### src/sv/ssfpw_pkg.sv
// Shared constants, codes and unit handshake types of the SSF partition weight block.
`default_nettype none
package ssfpw_pkg;
   localparam int MAX_ATOMS_DEF = 64;

   localparam int DIST_W   = 32;
   localparam int WEIGHT_W = 48;
   localparam int PROD_W   = 47;   // Q1.46 cell products and switch values
   localparam int FRAC_W   = 31;   // |mu/a| in Q0.31
   localparam int MUL_W    = 48;   // multiplier operand width
   localparam int MULP_W   = 96;
   localparam int DIV_W    = 56;   // divisor and remainder width
   localparam int DIVN_W   = 96;   // dividend bits shifted in
   localparam int DIVQ_W   = 48;
   localparam int STEP_W   = 7;
   localparam int CSR_W    = 16;
   localparam int CSR_IDX_W = 1;

   localparam logic [PROD_W-1:0] Q46_ONE = PROD_W'(1) << 46;
   localparam logic [PROD_W-1:0] TOL_Q46 = PROD_W'(7036);

   localparam logic [1:0] OP_LOAD_PAIR  = 2'd0;
   localparam logic [1:0] OP_LOAD_POINT = 2'd1;
   localparam logic [1:0] OP_COMPUTE    = 2'd2;

   localparam logic [1:0] ST_SCALED  = 2'd0;
   localparam logic [1:0] ST_SKIPPED = 2'd1;
   localparam logic [1:0] ST_ZEROED  = 2'd2;

   localparam logic [CSR_IDX_W-1:0] REG_ATOM_COUNT = 1'b0;
   localparam logic [CSR_IDX_W-1:0] REG_SSF_FACTOR = 1'b1;

   localparam logic [6:0]  ATOM_COUNT_RST = 7'd1;
   localparam logic [15:0] SSF_FACTOR_RST = 16'd41943;

   typedef struct packed {
      logic             start;
      logic [MUL_W-1:0] a;
      logic [MUL_W-1:0] b;
   } mul_req_type;

   typedef struct packed {
      logic              start;
      logic [DIV_W-1:0]  rem;
      logic [DIVN_W-1:0] num;
      logic [DIV_W-1:0]  den;
      logic [STEP_W-1:0] steps;
   } div_req_type;

   typedef struct packed {
      logic done;
      logic busy;
   } unit_sts_type;
endpackage
`default_nettype wire

### src/sv/ssfpw_div_unit.sv
// Shared restoring divider, one quotient bit per cycle.
`default_nettype none
module ssfpw_div_unit
   import ssfpw_pkg::*;
(
   input  wire logic              clock,
   input  wire logic              reset,
   input  wire div_req_type       req,
   output      unit_sts_type      sts,
   output      logic [DIVQ_W-1:0] quotient
);
   logic [DIV_W-1:0]  rem_ff;
   logic [DIVN_W-1:0] num_ff;
   logic [DIV_W-1:0]  den_ff;
   logic [DIVQ_W-1:0] q_ff;
   logic [STEP_W-1:0] cnt_ff;
   logic              done_ff;
   logic [DIV_W:0]    shifted;
   logic [DIV_W:0]    diff;
   logic              ge;

   assign shifted = {rem_ff, num_ff[DIVN_W-1]};
   assign diff    = shifted - {1'b0, den_ff};
   assign ge      = (shifted >= {1'b0, den_ff});

   always_ff @(posedge clock) begin
      if (reset) begin
         cnt_ff  <= '0;
         done_ff <= 1'b0;
      end else if (req.start) begin
         rem_ff  <= req.rem;
         num_ff  <= req.num;
         den_ff  <= req.den;
         q_ff    <= '0;
         cnt_ff  <= req.steps;
         done_ff <= 1'b0;
      end else if (cnt_ff != '0) begin
         rem_ff  <= ge ? diff[DIV_W-1:0] : shifted[DIV_W-1:0];
         num_ff  <= {num_ff[DIVN_W-2:0], 1'b0};
         q_ff    <= {q_ff[DIVQ_W-2:0], ge};
         cnt_ff  <= cnt_ff - STEP_W'(1);
         done_ff <= (cnt_ff == STEP_W'(1));
      end else begin
         done_ff <= 1'b0;
      end
   end

   assign sts.done = done_ff;
   assign sts.busy = (cnt_ff != '0);
   assign quotient = q_ff;
endmodule
`default_nettype wire

### config.mk
export PLATFORM = sky130hd
export DESIGN_NAME = ssfpw_div_unit
export DESIGN_NICKNAME = d
export VERILOG_FILES = /design/src/sv/ssfpw_pkg.sv /design/src/sv/ssfpw_div_unit.sv
export SDC_FILE = /design/constraint.sdc
export NUM_CORES = 1
export LEC_CHECK = 0
export BUFFER_PORTS_ARGS = -buffer_cell sky130_fd_sc_hd__buf_2
export CAP_MARGIN = 20
export CORE_MARGIN = 2
export CORE_UTILIZATION = 45
export CTS_CLUSTER_DIAMETER = 60
export DETAILED_ROUTE_END_ITERATION = 10
export GPL_TIMING_DRIVEN = 0
export PLACE_DENSITY = 0.77
export RECOVER_POWER = 50
export SLEW_MARGIN = 0
export SYNTH_ARGS = -nofsm -noshare
export SYNTH_HDL_FRONTEND = slang
export SYNTH_SLANG_ARGS = --single-unit
### constraint.sdc
create_clock -name clock -period 17.7 [get_ports clock]
set_input_delay 1.77 -clock clock [delete_from_list [all_inputs] [get_ports clock]]
set_output_delay 1.77 -clock clock [all_outputs]
set_load 0.03 [all_outputs]
* Word-level counts from Yosys, hierarchy flattened
Index checks and enable logic that the tools add are counted.
** Storage, ports and cells
- Register bits :: 264
** Cells by class
- Bitwise operators :: 2
- Mux-type cells :: 8
- $add $sub $neg :: 2
- Order comparisons :: 1
- Equal/unequal tests :: 1
- Reduce and logical (&&, ||, !) cells :: 5
** Operators with widths (number)
- $mux 96 :: 2
- $mux 56 :: 3
- $ge 57x56->1 :: 1
- $sub 56x56->56 :: 1
- $mux 48 :: 1
- $mux 7 :: 2
- $eq 7x1->1 const B :: 1
- $reduce_bool 7->1 :: 1
- $sub 7x1->7 const B :: 1
- $reduce_and 2->1 :: 2
- $reduce_or 3->1 :: 1
- $not 1->1 :: 2
- $reduce_bool 2->1 :: 1

* Depth between registers and ports, before layout
- Depth in word-level cells :: 4
- Depth in mapped cells :: 16

* Worst setup path before layout
Ideal clock, no wire load.
- Path kind :: input -> register
- Start :: input port req[215] in the netlist's numbering
- End :: register num_ff[0] (enable)
- Stages :: 5
- Required time :: 16936 ps
- Slack :: 6043 ps
- Buffers on the path :: 3
- Library setup time :: 764 ps
- Arrival time :: 10893 ps
- Cells stage by stage :: clkbuf_1 > clkbuf_1 > clkbuf_1 > nor2_1 > nor2_1
** On the way
- Word-level cells in the longest chain between the ends :: 2
** Ends and longest elaborated chain
- start: declaration :: line ssfpw_div_unit.sv:8 : input wire div_req_type req,
- $reduce_bool 2->1 (no source line)
- $reduce_and 2->1 (no source line)
- end signal: assignment :: line ssfpw_div_unit.sv:32 : num_ff <= req.num;
- end signal: assignment :: line ssfpw_div_unit.sv:39 : num_ff <= {num_ff[DIVN_W-2:0], 1'b0};
- end: declaration :: line ssfpw_div_unit.sv:13 : logic [DIVN_W-1:0] num_ff;
Every way passes these cells.
A chain may end at the register's enable or synchronous reset.

* Worst setup path in the final report
Ends and elaborated chain as after synthesis.

==> metrics.csv <==
stage,metric,value,unit
run_status,status,"complete, but fails checks",
run_status,failing checks,"capacitance limit, slew limit",
floorplanning,initial core utilization,0.459,
logic_synthesis,Synth top area share,0.530,
logic_synthesis,Synthesized Nets,1439,
sta,clk_skew,17.4,ps
cells_and_area,Filler cells,2699,
global_routing,total gr overflow,0,
worst_setup_path,crit path launch type,input port,
sta,Slew Limit Headroom,-0.574,
clock_tree,root buf cell,clkbuf_16,
placed_design,Detailed Place HPWL,26.3,mm
floorplanning,die height,184,um
sta,RSZ-0062 raised after global routing,no,
sta,Final Max Tran Viols,43,
global_routing,GRT Resource Usage Total,0.206,
floorplanning,Rows,65,
logic_synthesis,cells after synthesis,1162,
floorplanning,die area,33700,um2
cells_and_area,area grow syn2layout,21.0,%
route,Via density,5.41,
floorplanning,I/O pin total,268,
route,Remaining DRCs,0,
clock_tree,CTS tree,done,
global_routing,GR Layer Usage met2,0.337,
clock_tree,Longest Clk Path Bufs,3,
sta,min Tclk post-route,5250,ps
placed_design,GPL Wtd Cong,0.891,
global_routing,met3 Usage GRT,0.0624,
worst_hold_path,HP Class,reg2reg,
power,pwr/cell area,120,nW/um2
logic_synthesis,Mapped Area,14500,um2
placed_design,area of placed instances,16500,um2
global_routing,GR peak layer,met2,
worst_setup_path,maximum net fanout on the critical path,36,
cells_and_area,NumNets Final,1747,
global_routing,largest net degree at the start of global routing,37,
route,wire per inst,18.6,um
cells_and_area,final core utilization,0.555,
worst_setup_path,arrival time of the worst setup path,5460,ps
clock_tree,post-CTS sizing,0,
clock_tree,clk_lat worst skew,520,ps
clock_tree,clock sink count,264,
cells_and_area,layout cells sized above 1,0.307,
cells_and_area,final cell count without fillers,1904,
floorplanning,Chip Width,184,um
clock_tree,clk slew on worst S/H paths,60,ps
run,max cap viols,2,
sta,Final Hold Slack,544,ps
logic_synthesis,top post-synthesis cells by count,"256 x edfxtp_1, 169 x mux2_2, 71 x inv_1",
route,post-route ant nets,0,
logic_synthesis,Synth Warn #,0,
logic_synthesis,dominant cell type by area after synthesis,edfxtp_1,
clock_tree,setup bufs post-CTS,0,
global_routing,initial antenna violation count,19,
global_routing,GR Util met1,0.265,
worst_setup_path,crit path kind,in2reg,
clock_tree,hold_buf cts,0,
sta,Final Cycle Share,0.297,
global_routing,first-pass GRT wire length,55.1,mm
logic_synthesis,Syn Area/Cell,12.5,um2
route,DR pass1 iterations,5,
route,Post-Route WL,35.3,mm
sta,final setup vio count,0,
sta,measured slew at the worst slew-check pin,2360,ps
sta,setup_tns,0,ps
placed_design,buffers added on ports,265,
clock_tree,H-tree levels,2,
logic_synthesis,leading post-synthesis cells by cell area,"edfxtp_1 53%, mux2_2 13%, ha_1 5.0%",
floorplanning,core area,31600,um2
placed_design,number of cells after detailed placement,1836,
logic_synthesis,Synth cell types,71,
sta,FMAX,0.191,GHz
worst_setup_path,Setup crit end kind,register,
cells_and_area,fin area,17600,um2
worst_setup_path,reg2reg setup slack,13500,ps
logic_synthesis,number of flops mapped to enable cells by yosys,256,
power,Peak VDD IR,0.0665,mV
logic_synthesis,synthesized flop and latch total,264,
route,routed vias,10300,
power,leakage power,7.01,nW
logic_synthesis,Synth Flop Type,edfxtp_1,
sta,Final Hold Viols,0,
logic_synthesis,post-synthesis sequential area ratio,0.541,
logic_synthesis,"count leader, synth",edfxtp_1,
logic_synthesis,"Async S/R FF share, synth",0,
clock_tree,TritonCTS buffer count,34,
worst_setup_path,Worst Path Required,17910,ps
route,initial DRC count,624,
global_routing,vias in the first global route,10500,
per-layer routing:
metal	vias up	part of all wire
met1	4958	0.43
li1	4940	-
met4	16	0.024
met5	-	0.0028
met3	74	0.074
met2	316	0.47
final timing paths:
kind / start / cells after the start / end
hold reg to reg: num_ff[16] / 1 / num_ff[17]
hold / removal: num_ff[16] / 1 / num_ff[17]
setup reg to reg: rem_ff[22] / 14 / rem_ff[41]
setup / recovery: req[215] / 8 / num_ff[0]
through the flow:
stage | total power, W | setup WS [ps]
after floorplan | 0.00128 | 6040
after global placement | 0.00142 | 1670
after detailed placement | 0.00142 | 12670
after CTS | 0.00213 | 13230
after global routing | 0.00221 | 12090
final | 0.00211 | 12450
report_power, final:
group | internal, W | switching (W) | total [W]
sequential | 0.000782 | 0.0000299 | 0.000812
clock | 0.000417 | 0.000280 | 0.000697
combinational | 0.000273 | 0.000328 | 0.000602
total | 0.00147 | 0.000638 | 0.00211
critical path, cell delays in order:
cell      delay (ps)
clkbuf_1         250
clkbuf_1         600
clkbuf_1         480
nor2_1           140
nor2_1          1380
buf_12           300
buf_12           240
buf_12           230
placed cells by master, fill, tap and decap left out, types with 24 or more instances in the layout:
cell type and n:
a21oi_1 67, edfxtp_1 256, buf_2 219, xnor2_1 33, inv_1 71, ha_1 58, a21o_1 31, mux2_2 164
clkbuf_16 34, nor2b_1 61, xor2_1 24, nand2_1 46, o21ai_0 35, clkbuf_1 101, nor2_1 44
state kept, by name (all words and copies together), names as in the netlist:
name	flops
rem_ff	56
quotient	48
den_ff	56
done_ff	1
num_ff	96
cnt_ff	7
final cells by class:
| type | count | area, um2 | area share |
|---|---|---|---|
| Clock inverter | 20 | 253 | 0.0144 |
| Antenna cell | 10 | 25.0 | 0.00142 |
| Buffer | 61 | 299 | 0.0170 |
| Clock buffer | 38 | 866 | 0.0493 |
| Tap cell | 402 | 503 | 0.0286 |
| Timing Repair Buffer | 272 | 1400 | 0.0799 |
| Sequential cell | 264 | 7850 | 0.447 |
| Multi-Input combinational cell | 766 | 6100 | 0.347 |
| Inverter | 71 | 267 | 0.0152 |
kinds of logic after synthesis:
| logic type | Yosys count | synth area share |
|---|---|---|
| compound gates | 219 | 0.0991 |
| xor+xnor | 57 | 0.0344 |
| fa+ha+maj | 59 | 0.0514 |
| buf+inv | 132 | 0.0390 |
| flops | 264 | 0.541 |
| mux | 187 | 0.144 |
| simple gates | 244 | 0.0911 |
No activity file was read; power rests on OpenSTA's default activity.
