--- config.mk ---
export PLATFORM = sky130hd
export DESIGN_NAME = ssfpw_mul_unit
export DESIGN_NICKNAME = d
export VERILOG_FILES = /design/src/sv/ssfpw_pkg.sv /design/src/sv/ssfpw_mul_unit.sv
export SDC_FILE = /design/constraint.sdc
export NUM_CORES = 1
export LEC_CHECK = 0
export ABC_AREA = 1
export BUFFER_PORTS_ARGS = -buffer_cell sky130_fd_sc_hd__buf_2
export CAP_MARGIN = 10
export CORE_MARGIN = 8
export CORE_UTILIZATION = 45
export CTS_CLUSTER_SIZE = 24
export DETAILED_ROUTE_END_ITERATION = 10
export MAX_ROUTING_LAYER = met4
export SLEW_MARGIN = 40
export SYNTH_ARGS = -nofsm -noshare
export SYNTH_HDL_FRONTEND = slang
export SYNTH_SLANG_ARGS = --single-unit
--- constraint.sdc ---
create_clock -name clock -period 11.1 [get_ports clock]
set_input_delay 1.665 -clock clock [delete_from_list [all_inputs] [get_ports clock]]
set_output_delay 1.665 -clock clock [all_outputs]
set_load 0.05 [all_outputs]
--- src/sv/ssfpw_pkg.sv ---
// Shared constants, codes and unit handshake types of the SSF partition weight block.
`default_nettype none
package ssfpw_pkg;
   localparam int MAX_ATOMS_DEF = 64;

   localparam int DIST_W   = 32;
   localparam int WEIGHT_W = 48;
   localparam int PROD_W   = 47;   // Q1.46 cell products and switch values
   localparam int FRAC_W   = 31;   // |mu/a| in Q0.31
   localparam int MUL_W    = 48;   // multiplier operand width
   localparam int MULP_W   = 96;
   localparam int DIV_W    = 56;   // divisor and remainder width
   localparam int DIVN_W   = 96;   // dividend bits shifted in
   localparam int DIVQ_W   = 48;
   localparam int STEP_W   = 7;
   localparam int CSR_W    = 16;
   localparam int CSR_IDX_W = 1;

   localparam logic [PROD_W-1:0] Q46_ONE = PROD_W'(1) << 46;
   localparam logic [PROD_W-1:0] TOL_Q46 = PROD_W'(7036);

   localparam logic [1:0] OP_LOAD_PAIR  = 2'd0;
   localparam logic [1:0] OP_LOAD_POINT = 2'd1;
   localparam logic [1:0] OP_COMPUTE    = 2'd2;

   localparam logic [1:0] ST_SCALED  = 2'd0;
   localparam logic [1:0] ST_SKIPPED = 2'd1;
   localparam logic [1:0] ST_ZEROED  = 2'd2;

   localparam logic [CSR_IDX_W-1:0] REG_ATOM_COUNT = 1'b0;
   localparam logic [CSR_IDX_W-1:0] REG_SSF_FACTOR = 1'b1;

   localparam logic [6:0]  ATOM_COUNT_RST = 7'd1;
   localparam logic [15:0] SSF_FACTOR_RST = 16'd41943;

   typedef struct packed {
      logic             start;
      logic [MUL_W-1:0] a;
      logic [MUL_W-1:0] b;
   } mul_req_type;

   typedef struct packed {
      logic              start;
      logic [DIV_W-1:0]  rem;
      logic [DIVN_W-1:0] num;
      logic [DIV_W-1:0]  den;
      logic [STEP_W-1:0] steps;
   } div_req_type;

   typedef struct packed {
      logic done;
      logic busy;
   } unit_sts_type;
endpackage
`default_nettype wire

--- src/sv/ssfpw_mul_unit.sv ---
// Shared 48x48 multiplier, radix-256 shift-add, one byte of b per cycle.
`default_nettype none
module ssfpw_mul_unit
   import ssfpw_pkg::*;
(
   input  wire logic              clock,
   input  wire logic              reset,
   input  wire mul_req_type       req,
   output      unit_sts_type      sts,
   output      logic [MULP_W-1:0] product
);
   localparam int STEPS = MUL_W / 8;

   logic [MUL_W-1:0]  a_ff;
   logic [MUL_W-1:0]  b_ff;
   logic [MULP_W-1:0] acc_ff;
   logic [2:0]        cnt_ff;
   logic              done_ff;
   logic [MUL_W+7:0]  part;

   assign part = a_ff * (MUL_W+8)'(b_ff[MUL_W-1 -: 8]);

   always_ff @(posedge clock) begin
      if (reset) begin
         cnt_ff  <= '0;
         done_ff <= 1'b0;
      end else if (req.start) begin
         a_ff    <= req.a;
         b_ff    <= req.b;
         acc_ff  <= '0;
         cnt_ff  <= 3'(STEPS);
         done_ff <= 1'b0;
      end else if (cnt_ff != '0) begin
         acc_ff  <= {acc_ff[MULP_W-9:0], 8'b0} + MULP_W'(part);
         b_ff    <= {b_ff[MUL_W-9:0], 8'b0};
         cnt_ff  <= cnt_ff - 3'd1;
         done_ff <= (cnt_ff == 3'd1);
      end else begin
         done_ff <= 1'b0;
      end
   end

   assign sts.done = done_ff;
   assign sts.busy = (cnt_ff != '0);
   assign product  = acc_ff;
endmodule
`default_nettype wire

# Yosys cells after proc, flatten, opt, wreduce, memory -nomap -nowiden
# Index checks and enable logic that the tools add are counted.
[classes]
mux = 5
eq_ne = 1
bitwise_logic = 2
add_sub_neg = 2
reduce_logical = 6
multipliers = 1
[ops]
columns = ["operator", "n"]
rows = [
  ["$add 96x56->96", 1],
  ["$mux 48", 2],
  ["$mux 96", 1],
  ["$mul 48x8->56", 1],
  ["$mux 3", 2],
  ["$reduce_and 2->1", 2],
  ["$eq 3x1->1 const B", 1],
  ["$reduce_bool 3->1", 1],
  ["$reduce_or 3->1", 1],
  ["$sub 3x1->3 const B", 1],
  ["$not 1->1", 2],
  ["$reduce_bool 2->1", 1],
  ["$reduce_or 2->1", 1],
]
[totals]
elab_cells = 23
register_bits = 196
out_inout_bits = 98
input_bits = 99

# Logic depth before layout (Yosys ltp)
# Gate-level depths: netlist of the first run.
[logic_depth]
depth_word = 3
depth_mapped = 28
depth_no_buf = 27

# Worst setup path before layout of the first run
# OpenSTA, ideal clock, no wires.
[synth_timing]
path_type = "input to register"
startpoint = "in req[96] (netlist bit)"
endpoint = "reg b_ff[0], enable pin"
arrival_ns = 8.007
path_stages = 3
path_buffers = 1
t_required_ns = 10.450
setup_time_ns = 0.650
slack_ns = 2.443
cell_sequence = "clkbuf_1 > nor2_1 > nor2_1"
[synth_via]
elab_chain_len = 2
[synth_rtl]
columns = ["element", "line", "source"]
rows = [
  ["start, declared", "ssfpw_mul_unit.sv:8", "input wire mul_req_type req,"],
  ["$reduce_bool 2->1 (no line)", "--", ""],
  ["$reduce_and 2->1 (no line)", "--", ""],
  ["end signal, assigned", "ssfpw_mul_unit.sv:29", "b_ff <= req.b;"],
  ["end signal, assigned", "ssfpw_mul_unit.sv:35", "b_ff <= {b_ff[MUL_W-9:0], 8'b0};"],
  ["end, declared", "ssfpw_mul_unit.sv:15", "logic [MUL_W-1:0] b_ff;"],
]
# No other way between the ends.
# A chain may end at the register's enable or synchronous reset.

# Worst setup path after layout of the first run
[layout_timing]
startpoint = "reg b_ff[42]"
endpoint = "reg acc_ff[75] (netlist: product[75]), data pin"
[layout_via]
elab_chain_len = 3
[layout_rtl]
columns = ["element", "line", "source"]
rows = [
  ["$mul 48x8->56", "ssfpw_mul_unit.sv:21", "assign part = a_ff * (MUL_W+8)'(b_ff[MUL_W-1 -: 8]);"],
  ["$add 96x56->96", "ssfpw_mul_unit.sv:34", "acc_ff <= {acc_ff[MULP_W-9:0], 8'b0} + MULP_W'(part);"],
  ["$mux 96", "ssfpw_mul_unit.sv:33", "end else if (cnt_ff != '0) begin"],
  ["end signal, assigned", "ssfpw_mul_unit.sv:34", ""],
  ["end, declared", "ssfpw_mul_unit.sv:16", "logic [MULP_W-1:0] acc_ff;"],
]
# No other way between the ends. The select of a mux whose other input is x is not followed.

==> results of run 1 <==
==> critical path, stage by stage (launching register included) <==
cell and delay (ns):
edfxtp_1 0.87, buf_4 0.49, nand2_1 0.09, inv_1 0.09, fa_1 0.41, fa_1 0.51
fa_1 0.57, inv_1 0.07, fa_1 0.54, inv_1 0.05, ha_1 0.35, nand2_1 0.16
nor2_1 0.21, inv_1 0.11, nor2_1 0.14, nand3_1 0.09, nand3_1 0.27, nand2_1 0.12
nand3_2 0.19, nand3_1 0.09, nand2_1 0.07, nor2_1 0.05
==> flip-flops by register name, indices dropped and copies added, names as in the netlist <==
signal and cells:
done_ff 1, product 96, b_ff 48, cnt_ff 3, a_ff 48
==> how the worst min path moves through the flow <==
stage / start / endpoint / cells past startpoint
6_report: cnt_ff[1] / done_ff / 1
5_1_grt: cnt_ff[1] / done_ff / 1
3_5_place_dp: cnt_ff[1] / done_ff / 1
3_3_place_gp: cnt_ff[1] / done_ff / 1
4_1_cts: cnt_ff[1] / done_ff / 1
2_1_floorplan: cnt_ff[1] / done_ff / 1
==> cells by family after synthesis <==
group | count (synthesis) | share of synthesized area, %
xor gates and xnor gates | 1 | 0.0357
buffers and inverters | 1036 | 16.2
adders and majority gates | 409 | 30.8
DFF | 196 | 23.8
and+or+nand+nor | 1507 | 25.2
AOI/OAI and AO/OA | 182 | 4.01
==> metal layers <==
layer	vias to the layer above	part of all wire (%)	global-route usage, %
met5	-	0	-
met1	9575	47	34.3
met2	653	44	36.8
met3	82	7.2	3.94
met4	0	2.2	6.32
li1	9879	-	-
==> final cells by class <==
type                            count  area (sq um)  area share [%]
Clock inverter                     15           240           0.900
Sequential cell                   196          5850            21.9
Inverter                          927          3480            13.1
Multi-Input combinational cell   2099         14700            55.2
Tap cell                          696           871            3.26
Antenna cell                        1          2.50         0.00938
Clock buffer                       17           425            1.59
Timing Repair Buffer              209          1090            4.08
==> cells in the final DEF (no fill, tap or decap), types with 2 or more instances in the layout <==
master        n
inv_2         7
nor3_1       14
buf_6         3
clkbuf_16    17
fa_1        323
and3_1        3
nand2_1    1090
nand3_2      13
nor2_2       19
a21oi_2       2
nand3_1      58
a21boi_0      2
clkinv_8      7
nand2_2      33
inv_12        4
a21oi_1     105
nor2_4        5
nand4_1      24
o21ai_0      51
and2_1        7
buf_2       196
nor4_1        6
o21bai_1     10
edfxtp_1    192
nor3_2       11
o21a_1        8
inv_1       918
nor2_1      218
or2_2         2
buf_4        10
dfxtp_1       4
inv_8         2
ha_1         86
==> per-stage QoR <==
step,hold slack (ns),utilization [%],cell area [sq um],instances,worst slack (ns)
after global routing,0.503,49.6,26700,4160,4.99
after CTS,0.457,49.6,26700,4159,5.42
after detailed placement,0.438,48.3,26000,4127,5.44
final,0.458,49.6,26700,4160,5.30
after global placement,0.446,48.3,26000,4127,5.48
after floorplan,0.414,-,24500,3331,2.44
==> impl_metrics.tcl, run 1 <==
set metrics [dict create \
    place.port_buffers 196 \
    drv_cap 0 \
    grt.total_usage_pct 24.5 \
    drtAntennaViolNets 0 \
    rsz0062_at_grt "no" \
    min_period_over_period_pct 52.3 \
    synth_cell_types 42 \
    drc 0 \
    vias 20200 \
    die_w_um 249 \
    crit_end "product[75]" \
    htree_levels 4 \
    critPathArrivalTime_ns 6.07 \
    drtIter0Drc 1657 \
    ctsHoldBuffers 0 \
    clock_path_buffers 2 \
    io_pins 197 \
    synthTopCellsByCount "1090 x nand2_1, 918 x inv_1, 323 x fa_1, 220 x nor2_1, 192 x edfxtp_1" \
    root_buffer "clkbuf_16" \
    slew_headroom_pct 46.5 \
    synthCells 3331 \
    worst_pin_slew_ns 0.802 \
    gp_congestion 0.944 \
    yosysTopAreaCellShare_pct 26.4 \
    dpl.hpwl_um 58000 \
    grt_pass1_wl_um 116000 \
    crit_fanout 31 \
    crit_type "flip-flop to flip-flop" \
    die_area_sq_um 62200 \
    clock_sink_count 196 \
    finalHoldViolations 0 \
    skew_ns 0.0173 \
    grt_overflow 0 \
    regToRegStartpoint "b_ff[42]" \
    ff2ff_setup_slack_ns 5.30 \
    wl_per_cell_um 17.3 \
    synth_seq_cells 196 \
    synth_area_sq_um 24500 \
    vias_per_cell 4.85 \
    synth_most_common_cell "nand2_1" \
    synth_seq_area_share_pct 23.8 \
    cts.clk_slew.worst_paths_ns 0.09 \
    cts_buffers 17 \
    required_ns 11.37 \
    grt_pass1_vias 20700 \
    cp-end-kind "flip-flop" \
    grt_max_degree 81 \
    slew_viol_final 0 \
    hold_path_class "flip-flop to flip-flop" \
    start_util_pct 45.6 \
    fmax_ghz 0.172 \
    critPathLaunchType "flip-flop" \
    synth_area_leaders "fa_1 26%, edfxtp_1 24%, nand2_1 17%, inv_1 14%, ha_1 4.4%" \
    report.final.setup_viol 0 \
    postCtsSetupBuffers 0 \
    n_fill_cell 5524 \
    insertion_delay_ns 0.51 \
    syn_area_per_cell_sq_um 7.36 \
    dr.pass1.iters 6 \
    ys.warnings.count 0 \
    die_height_um 249 \
    synth-main-ff-cell "edfxtp_1" \
    r2r_cells 21 \
    async_flop_share_pct 0 \
    status "finished, final reports clean" \
    postSynthNetCount 3839 \
    yosysTopAreaCell "fa_1" \
    drive_gt1_share_pct 9.73 \
    setup_tns_ns 0 \
    antenna_found_initial 2 \
    synth_edf_count 192 \
    final.min_clock_period_ns 5.80 \
    r2r_end "product[75]" \
    nets 3958 \
    area_delta_synth_final_pct 8.81 \
    core_sq_um 53800 \
    worstSetupStartpoint "b_ff[42]" \
    rows 85 \
    wirelength_um 72000 \
    cts_resized 0 \
    cts_tree "built" \
]
Power of run 1 is not shown: default switching activity piles up to over one toggle a cycle in this logic, so the estimate is an artifact.
==> run 2, diff against run 1 <==
--- a/config.mk
+++ b/config.mk
@@ -13,6 +13,7 @@
 export CTS_CLUSTER_SIZE = 24
 export DETAILED_ROUTE_END_ITERATION = 10
 export MAX_ROUTING_LAYER = met4
+export PLACE_DENSITY = 0.65
 export SLEW_MARGIN = 40
 export SYNTH_ARGS = -nofsm -noshare
 export SYNTH_HDL_FRONTEND = slang
==> constraint.sdc (replaced) <==
create_clock -name clock -period 5.31 [get_ports clock]
set_input_delay 0.7965 -clock clock [delete_from_list [all_inputs] [get_ports clock]]
set_output_delay 0.7965 -clock clock [all_outputs]
set_load 0.05 [all_outputs]
==> impl_metrics.tcl, run 2 (synthesized netlist as in run 1, its figures left out) <==
set metrics [dict create \
    cts.clk_slew.worst_paths_ns 0.09 \
    wirelength_um 74700 \
    io_pins 197 \
    gr-usage-met2_pct 37.2 \
    drtIter0Drc 1629 \
    vias_per_cell 4.94 \
    rows 85 \
    use_met3_pct 4.51 \
    nets 4003 \
    final_cell_mix "1089 x nand2_1, 918 x inv_1, 322 x fa_1, 212 x nor2_1, 196 x buf_2" \
    htree_levels 4 \
    dpl_worst_slack_ns 0.224 \
    drive_gt1_share_pct 11.5 \
    area_delta_synth_final_pct 10.9 \
    grt_pass1_vias 21000 \
    grt_overflow 0 \
    finalHoldViolations 0 \
    hold_start "req[59]" \
    grt.total_usage_pct 24.6 \
    mostFrequentLayoutCell "nand2_1" \
    worstSetupStartpoint "b_ff[41]" \
    hold_path_class "primary input to flip-flop" \
    crit_type "flip-flop to flip-flop" \
    skew_ns 0.0187 \
    status "finished, final reports clean" \
    insertion_delay_ns 0.51 \
    drtAntennaViolNets 0 \
    critPathArrivalTime_ns 5.45 \
    grt-busiest-layer "met2" \
    report.final.setup_viol 0 \
    cts_buffers 17 \
    largest_reg_flops 96 \
    gp_congestion 0.986 \
    clock_path_buffers 2 \
    die_area_sq_um 62200 \
    dr.pass1.iters 5 \
    placed_cells 4165 \
    vias 20800 \
    antenna_found_initial 0 \
    crit_fanout 24 \
    wl_per_cell_um 17.8 \
    core_sq_um 53800 \
    drc 0 \
    critPathLaunchType "flip-flop" \
    cp-end-kind "flip-flop" \
    grt_max_degree 83 \
    required_ns 5.59 \
    start_util_pct 45.6 \
    setup_slack_ns 0.148 \
    root_buffer "clkbuf_16" \
    slew_viol_final 0 \
    setup_tns_ns 0 \
    min_period_over_period_pct 97.2 \
    drv_cap 0 \
    place.port_buffers 196 \
    fmax_ghz 0.194 \
    final.min_clock_period_ns 5.16 \
    grt_pass1_wl_um 117000 \
    dpl.hpwl_um 58800 \
    regToRegStartpoint "b_ff[41]" \
    final_cells 4205 \
    clock_sink_count 196 \
    die_height_um 249 \
    slew_headroom_pct 47.9 \
    rsz0062_at_grt "yes" \
    cts_tree "built" \
    grt_use_met1_pct 33.6 \
    die_w_um 249 \
    worst_pin_slew_ns 0.781 \
]
## run 2: metal layers
| metal | up-vias | part of all wire, % |
|---|---|---|
| met5 | - | 0 |
| met2 | 802 | 45 |
| met1 | 9905 | 45 |
| met3 | 91 | 7.9 |
| met4 | 0 | 2.3 |
| li1 | 9973 | - |
## run 2: area by class of cell
type	instances	area, sq um
repair buffers	254	1610
clock buffers	18	429
clock inverters	14	138
multi-input cells	2099	14800
inverters	927	3480
flip-flops and latches	196	5850
fillers	5381	26600
well taps	696	871
diodes	1	2.50
## run 2: repair_timing
item | 4_1_cts | 5_1_grt
setup endpoints to repair | 0 | 35
hold buffers | 0 | 0
resized for setup | 0 | 29
buffers inserted | 0 | 4
## run 2: worst max-delay path: stages (launching register included)
cell and delay, ns:
edfxtp_1 0.45, buf_12 0.14, clkbuf_16 0.22, nand2_1 0.10, fa_1 0.51, inv_1 0.06
fa_1 0.52, fa_1 0.45, fa_1 0.55, ha_1 0.45, nand2_1 0.17, nor2_1 0.20
nand2_1 0.09, nand2_2 0.15, nand2_1 0.08, nand2_2 0.10, nand2_1 0.06, nand3_1 0.17
o21ai_0 0.11, a21oi_1 0.34
## run 2: through the flow
stage	hold WS [ns]	utilization (%)	area [sq um]
final	0.458	50.5	27200
after global routing	0.436	50.5	27200
after CTS	0.415	50.1	27000
after detailed placement	0.444	49.1	26400
after global placement	0.444	49.1	26400
after floorplan	0.414	-	24500
## run 2: final timing paths
path,cells after the start,endpoint,slack [ns]
max,19,product[35],0.15
min,1,a_ff[11],0.46
max reg2reg,19,product[35],0.15
min reg2reg,1,done_ff,0.47
Power of run 2 is left out for the same reason.
